`config.mk`:
```
export PLATFORM = sky130hd
export DESIGN_NAME = button_gesture_classifier_top
export DESIGN_NICKNAME = d
export VERILOG_FILES = /design/src/design/bgc_pkg.sv /design/src/design/button_gesture_classifier_top.sv /design/src/design/bgc_core.sv
export SDC_FILE = /design/constraint.sdc
export NUM_CORES = 1
export LEC_CHECK = 0
export BUFFER_PORTS_ARGS = -buffer_cell sky130_fd_sc_hd__buf_4
export CELL_PAD_IN_SITES_DETAIL_PLACEMENT = 0
export CELL_PAD_IN_SITES_GLOBAL_PLACEMENT = 1
export CORE_MARGIN = 3
export CORE_UTILIZATION = 44
export CTS_CLUSTER_DIAMETER = 80
export DETAILED_ROUTE_END_ITERATION = 8
export GPL_TIMING_DRIVEN = 0
export PLACE_DENSITY = 0.76
export SYNTH_ARGS = -nofsm -noshare
export SYNTH_HDL_FRONTEND = slang
export SYNTH_HIERARCHICAL = 1
export SYNTH_SLANG_ARGS = --single-unit
```
`constraint.sdc`:
```
create_clock -name clock -period 7.4 [get_ports clock]
set_input_delay 1.48 -clock clock [delete_from_list [all_inputs] [get_ports clock]]
set_output_delay 1.48 -clock clock [all_outputs]
set_load 0.03 [all_outputs]
```
`src/design/bgc_pkg.sv`:
```
// Shared types, register indexes and gesture codes for the button gesture classifier.
package bgc_pkg;

   localparam int unsigned TIME_W   = 32;
   localparam int unsigned CFG_W    = 16;
   localparam int unsigned ELAPSED_W = 8;
   localparam int unsigned CSR_IDX_W = 2;

   localparam logic [CFG_W-1:0] DOUBLE_GAP_RESET = 16'd250;
   localparam logic [CFG_W-1:0] LONG_MIN_RESET   = 16'd300;
   localparam logic [CFG_W-1:0] LONG_MAX_RESET   = 16'd5000;

   localparam logic [CSR_IDX_W-1:0] REG_DOUBLE_GAP = 2'd0;
   localparam logic [CSR_IDX_W-1:0] REG_LONG_MIN   = 2'd1;
   localparam logic [CSR_IDX_W-1:0] REG_LONG_MAX   = 2'd2;

   typedef enum logic [2:0] {
      GEST_NONE      = 3'd0,
      GEST_SINGLE    = 3'd1,
      GEST_DOUBLE    = 3'd2,
      GEST_LONG      = 3'd3,
      GEST_VERY_LONG = 3'd4
   } gesture_type;

   typedef struct packed {
      logic [CFG_W-1:0] double_gap_ms;
      logic [CFG_W-1:0] long_min_ms;
      logic [CFG_W-1:0] long_max_ms;
   } cfg_type;

   typedef struct packed {
      logic                 level_pressed;
      logic [ELAPSED_W-1:0] elapsed_ms;
   } sample_type;

endpackage

```
`src/design/button_gesture_classifier_top.sv`:
```
// Button gesture classifier: input register, classification core, result register.
//
// Usage:
//   req_ channel: one sample per item (req_level_pressed, req_elapsed_ms), valid/stall.
//   rsp_ channel: exactly one rsp_gesture per sample, in order
//     (0 none, 1 single, 2 double, 3 long, 4 very long press).
//   csr_ channel: csr_index 0 double gap, 1 long min, 2 long max, 3 ignored;
//     csr_ready is always high, write only while no item is in flight.
//   Order: an accepted sample is held in the input register, then classified
//     into the result register, which drives rsp_valid.
//   Throughput: one item per cycle while no result stalls; the 32-bit time
//     add, three subtracts and compares in bgc_core sit between the input and
//     result registers.
//   Stall: a stalled result holds; the input register still takes one more
//     sample, then req_stall rises until the result is taken.
//   Reset: synchronous; clears time, stamps, pending flag and level
//     (released), empties both registers and loads 250 / 300 / 5000 ms.
module button_gesture_classifier_top import bgc_pkg::*; (
   input  logic                  clock,
   input  logic                  reset,
   input  logic                  req_valid,
   output logic                  req_stall,
   input  logic                  req_level_pressed,
   input  logic [ELAPSED_W-1:0]  req_elapsed_ms,
   output logic                  rsp_valid,
   input  logic                  rsp_stall,
   output logic [2:0]            rsp_gesture,
   input  logic                  csr_valid,
   output logic                  csr_ready,
   input  logic [CSR_IDX_W-1:0]  csr_index,
   input  logic [CFG_W-1:0]      csr_wdata
);

   cfg_type     cfg_ff;
   sample_type  sample_ff;
   logic        s1_valid_ff, s1_valid_in;
   logic        rsp_valid_ff, rsp_valid_in;
   gesture_type rsp_gesture_ff;
   gesture_type gesture;
   logic        out_free;
   logic        advance;
   logic        req_take;

   assign csr_ready = 1'b1;

   always_ff @(posedge clock) begin
      if (reset) begin
         cfg_ff.double_gap_ms <= DOUBLE_GAP_RESET;
         cfg_ff.long_min_ms   <= LONG_MIN_RESET;
         cfg_ff.long_max_ms   <= LONG_MAX_RESET;
      end else if (csr_valid && csr_ready) begin
         unique case (csr_index)
            REG_DOUBLE_GAP: cfg_ff.double_gap_ms <= csr_wdata;
            REG_LONG_MIN:   cfg_ff.long_min_ms   <= csr_wdata;
            REG_LONG_MAX:   cfg_ff.long_max_ms   <= csr_wdata;
            default: ;
         endcase
      end
   end

   always_comb begin
      out_free     = !rsp_valid_ff || !rsp_stall;
      advance      = s1_valid_ff && out_free;
      req_stall    = s1_valid_ff && !out_free;
      req_take     = req_valid && !req_stall;
      s1_valid_in  = req_take || (s1_valid_ff && !advance);
      rsp_valid_in = advance || (rsp_valid_ff && rsp_stall);
   end

   always_ff @(posedge clock) begin
      if (reset) begin
         s1_valid_ff  <= 1'b0;
         rsp_valid_ff <= 1'b0;
      end else begin
         s1_valid_ff  <= s1_valid_in;
         rsp_valid_ff <= rsp_valid_in;
      end
   end

   always_ff @(posedge clock) begin
      if (req_take) begin
         sample_ff.level_pressed <= req_level_pressed;
         sample_ff.elapsed_ms    <= req_elapsed_ms;
      end
      if (advance) begin
         rsp_gesture_ff <= gesture;
      end
   end

   bgc_core u_core (
      .clock   (clock),
      .reset   (reset),
      .advance (advance),
      .sample  (sample_ff),
      .cfg     (cfg_ff),
      .gesture (gesture)
   );

   assign rsp_valid   = rsp_valid_ff;
   assign rsp_gesture = rsp_gesture_ff;

   a_stall_needs_item: assert property (@(posedge clock) disable iff (reset)
      req_stall |-> (s1_valid_ff && rsp_valid_ff))
      else $error("input stalled with room available");

   a_advance_fills_output: assert property (@(posedge clock) disable iff (reset)
      advance |=> (rsp_valid_ff && rsp_gesture_ff == $past(gesture)))
      else $error("classified item lost");

   a_gesture_range: assert property (@(posedge clock) disable iff (reset)
      rsp_valid_ff |-> (rsp_gesture_ff <= GEST_VERY_LONG))
      else $error("gesture code out of range");

endmodule

```
`src/design/bgc_core.sv`:
```
// Gesture state (time, press/release stamps, pending flag) and per-item classification.
module bgc_core import bgc_pkg::*; (
   input  logic        clock,
   input  logic        reset,
   input  logic        advance,
   input  sample_type  sample,
   input  cfg_type     cfg,
   output gesture_type gesture
);

   logic [TIME_W-1:0] time_ff, time_in;
   logic [TIME_W-1:0] press_ff, press_in;
   logic [TIME_W-1:0] release_ff, release_in;
   logic              pending_ff, pending_in;
   logic              held_ff;

   logic [TIME_W-1:0] now;
   logic [TIME_W-1:0] held_time;
   logic [TIME_W-1:0] since_release;
   logic [TIME_W-1:0] since_press;
   logic              level_edge;
   logic              pend_edge;
   gesture_type       gest_edge;

   always_comb begin
      now        = time_ff + TIME_W'(sample.elapsed_ms);
      level_edge = sample.level_pressed != held_ff;
      press_in   = (level_edge && sample.level_pressed) ? now : press_ff;
      release_in = (level_edge && !sample.level_pressed) ? now : release_ff;

      // release edge toggles pending; a second release is a double press
      pend_edge = pending_ff;
      gest_edge = GEST_NONE;
      if (level_edge && !sample.level_pressed) begin
         pend_edge = !pending_ff;
         if (pending_ff) begin
            gest_edge = GEST_DOUBLE;
         end
      end

      held_time     = release_in - press_in;
      since_release = now - release_in;
      since_press   = now - press_in;

      pending_in = pend_edge;
      gesture    = gest_edge;
      priority if (!sample.level_pressed && pend_edge &&
                   since_release > TIME_W'(cfg.double_gap_ms)) begin
         pending_in = 1'b0;
         gesture    = GEST_SINGLE;
      end else if (!sample.level_pressed && pend_edge &&
                   held_time >= TIME_W'(cfg.long_min_ms) &&
                   held_time <= TIME_W'(cfg.long_max_ms)) begin
         pending_in = 1'b0;
         gesture    = GEST_LONG;
      end else if (sample.level_pressed && since_press > TIME_W'(cfg.long_max_ms)) begin
         pending_in = 1'b0;
         gesture    = GEST_VERY_LONG;
      end
      time_in = now;
   end

   always_ff @(posedge clock) begin
      if (reset) begin
         time_ff    <= '0;
         press_ff   <= '0;
         release_ff <= '0;
         pending_ff <= 1'b0;
         held_ff    <= 1'b0;
      end else if (advance) begin
         time_ff    <= time_in;
         press_ff   <= press_in;
         release_ff <= release_in;
         pending_ff <= pending_in;
         held_ff    <= sample.level_pressed;
      end
   end

   a_double_on_release: assert property (@(posedge clock) disable iff (reset)
      (advance && gesture == GEST_DOUBLE) |-> (held_ff && !sample.level_pressed && pending_ff))
      else $error("double press without a release of a pending press");

   a_level_tracked: assert property (@(posedge clock) disable iff (reset)
      advance |=> (held_ff == $past(sample.level_pressed)))
      else $error("held level not updated");

   a_long_clears_pending: assert property (@(posedge clock) disable iff (reset)
      (advance && (gesture == GEST_SINGLE || gesture == GEST_LONG)) |=> !pending_ff)
      else $error("pending press survives a resolved gesture");

endmodule
```
==> impl_metrics.ini <==
[outcome]
outcome = finished clean

[setup_path]
cpPeakStageDelay_ns = 0.50
cp_common_cell = nor4_2
arrival_ns = 7.46
required_ns = 7.61
crit_start = sample_ff[0]$_DFFE_PP_
crit_type = reg -> reg
crit_slowest_cell = o41a_1
cp-end-kind = flip-flop
r2r_slack_ns = 0.15
worstSetupStartpointType = flip-flop
rr_startpoint = sample_ff[0]$_DFFE_PP_
crit_fanout = 5

[clock_tree]
worstSkewPairLatency_ns = 0.46
clock-sinks = 160
cts_tree = built
cts_root_buf = clkbuf_16
clk_pin_slew_ns = 0.07
htreeDepth = 4
holdBufCountCts = 0
cts_buffers = 17
clockBufferDepth = 2

[die]
initial_core_util_pct = 45.24
die-height_um = 198.6
dieArea_um2 = 39450
die_w_um = 198.6
io_pins = 38
core_um2 = 36090
rows = 69

[sta]
fin_crit_sh_pct = 97.97
rsz0062_at_grt = yes
finClkSkew_ns = 0.01134
finalHoldViolCount = 0
tightestPinTransition_ns = 1.171
setup_viol = 0
timing.fmax_mhz = 137.9
max_slew_margin_pct = 21.26
maxSlewViolCount = 0
period_needed_ns = 7.250

[routing]
ant_nets = 0
met2_length_mm = 24.99
drtIter0Drc = 1750
vias = 16550
firstDrtPassIters = 5
drt-met1-wl_mm = 27.97
dr.max_layer_used = met5
dr_wl_met3_mm = 4.754
wl_per_cell_um = 22.08
vias_per_cell = 6.122
wl_mm = 59.67
drc_errors = 0

[yosys]
synthAdderAreaFrac_pct = 11.82
synthArstFlopShare_pct = 0
synth_top_family_by_area = compound AO/OA/AOI/OAI gates
synth_xor_area_share_pct = 7.357
syn_area_um2 = 16330
synth_fp_nets = 2309
synth-simple-area-share_pct = 21.37
synth_compound_area_share_pct = 26.65
syn_inst = 2134
synth_enable_flop_cells = 12
yosys_warnings = 6
syn_avg_cell_area_um2 = 7.651
ys_seq_area_share_pct = 20.35
synth_cell_types = 113
synth.area.mux_share_pct = 5.947
yosys_register_bits = 160
synthFlopType = dfxtp_1

[finish]
finalNonFillerCells = 2703
fillerInstances = 3461
fin_nets = 2406
final_area_um2 = 18990
drive_gt1_share_pct = 14.63
syn2layout_area_growth_pct = 16.29
n_antenna_cell = 0

[placed_design]
hpwl_mm = 46.88
io_buffer_count = 35
place_area_um2 = 17170
placedCellCount = 2630
gp_congestion = 0.9327

[global_routing]
antenna_found_initial = 2
grt_max_degree = 20
grt_pass1_wl_mm = 89.67
first_global_vias = 15320
grt.overflow.total = 0
grtUsageTotal_pct = 29.70

[min_path]
worstHoldStart = cfg_ff[2]$_SDFFE_PP0P_
hold_class = reg -> reg

[pwr]
worst_ir_drop_vdd_mv = 0.1750
power.density_nw_per_um2 = 182.4
p_leak_nw = 7.751

[run]
cap_violations = 0
[critical path: cells and delay by family (launching register included)]
family                   cells  cell delay, ns
AO/OA/AOI/OAI               14            2.98
AND/OR/NAND/NOR             10            1.95
adder cells (fa/ha/maj)      4            1.14
flip-flops                   1            0.41
XOR/XNOR                     2            0.39
buffers and inverters        1            0.14
[cell families after synthesis]
family                   count (synthesis)
flip-flops                             160
other                                    1
multiplexers                            96
AND/OR/NAND/NOR                        709
buffers and inverters                  260
adder cells (fa/ha/maj)                154
AO/OA/AOI/OAI                          633
XOR/XNOR                               121
[cells in the mapped netlist (14+ instances only)]
| master | count | area share (%) |
|---|---|---|
| a22oi_1 | 14 | 0.64 |
| clkbuf_1 | 91 | 2.1 |
| o211ai_1 | 20 | 0.92 |
| a21o_1 | 51 | 2.3 |
| a31oi_1 | 18 | 0.69 |
| a21oi_1 | 160 | 4.9 |
| o31ai_1 | 19 | 0.87 |
| nand4_1 | 29 | 1.1 |
| o21ai_0 | 110 | 3.4 |
| and3_1 | 19 | 0.73 |
| nor2b_1 | 20 | 0.77 |
| o21a_1 | 46 | 2.1 |
| a211oi_1 | 29 | 1.3 |
| nand2b_1 | 74 | 2.8 |
| xnor2_1 | 69 | 3.7 |
| inv_1 | 133 | 3.1 |
| ha_1 | 139 | 11 |
| mux2i_1 | 88 | 5.4 |
| xor2_1 | 40 | 2.1 |
| nand2_1 | 143 | 3.3 |
| dfxtp_1 | 148 | 18 |
| nor2_1 | 265 | 6.1 |
| o22ai_1 | 15 | 0.57 |
| nor3_1 | 32 | 0.98 |
| nand3_1 | 42 | 1.3 |
[cell type report]
class | count | area (um^2) | share of cell area, %
repair buffers | 84 | 630.6 | 3.321
plain buffers | 121 | 641.9 | 3.381
clock inverters | 12 | 110.1 | 0.5799
multi-input cells | 1714 | 12750 | 67.16
clock buffers | 18 | 450.4 | 2.372
inverters | 133 | 503.0 | 2.649
flip-flops and latches | 160 | 3323 | 17.50
well taps | 461 | 576.8 | 3.038
[layout by cell type, fill, tap and decap left out, types with 12 or more instances in the layout]
cell	synthesis	final
nor2_1	265	262
dfxtp_1	148	148
nand2_1	143	142
a21oi_1	160	140
inv_1	133	130
ha_1	139	128
buf_4	10	98
o21ai_0	110	98
mux2i_1	88	85
nand2b_1	74	72
clkbuf_1	91	71
xnor2_1	69	59
a21o_1	51	51
o21a_1	46	45
nand3_1	42	40
xor2_1	40	37
nor3_1	32	30
nand4_1	29	29
a211oi_1	29	26
o211ai_1	20	20
a21oi_2	3	20
nor2b_1	20	20
and3_1	19	19
clkbuf_16	0	18
a31oi_1	18	15
o31ai_1	19	15
o22ai_1	15	14
or3_1	13	13
a22oi_1	14	13
edfxtp_1	12	12
and2_1	12	12
[report_power, final]
part / leakage, nW / total, W / internal, W / switching, W
registers: 1.32 / 0.000914 / 0.000897 / 0.0000170
clock network: 0.277 / 0.000886 / 0.000480 / 0.000406
logic: 6.16 / 0.00166 / 0.000705 / 0.000958
[sequential cells by signal (all words and copies together), names as in the netlist]
register,cells
rsp_gesture,3
u_core/press_ff,32
u_core/time_ff,32
u_core/held_ff,1
rsp_valid,1
u_core/release_ff,32
u_core/pending_ff,1
cfg_ff,48
sample_ff,9
s1_valid_ff,1
[path summary, 6_finish.rpt]
path | end | cells past startpoint
worst min-delay path | cfg_ff[2]$_SDFFE_PP0P_ | 2
worst max register to register | rsp_gesture[0]$_DFFE_PP_ | 31
worst max-delay path | rsp_gesture[0]$_DFFE_PP_ | 31
worst min register to register | cfg_ff[2]$_SDFFE_PP0P_ | 2
[through the flow]
stage	total power, W	TNS (ns)	utilization (%)	hold WS [ns]	worst slack [ns]
finish	0.003464	0	52.61	0.4772	0.1501
global route	0.003650	-0.1605	52.61	0.4901	-0.08380
CTS	0.003335	0	50.87	0.4803	0.01008
detailed placement	0.002324	-12.31	47.57	0.4628	-3.488
global placement	0.002298	-12.51	47.57	0.4578	-3.562
floorplan	0.001928	0	-	0.4487	0.06428
[routing by layer]
| metal | GRT usage [%] | vias to the layer above |
|---|---|---|
| met5 | 0 | - |
| met4 | 10.39 | 2 |
| met3 | 5.911 | 92 |
| met2 | 43.58 | 598 |
| met1 | 43.22 | 7956 |
| li1 | - | 7901 |
[what timing repair did]
action,in CTS,in global routing
cloned,0,0
gates resized for setup,111,91
setup endpoints to repair,4,4
setup buffers,23,26
pin swaps,23,56
Note: power is estimated with default switching activity, not from simulation.
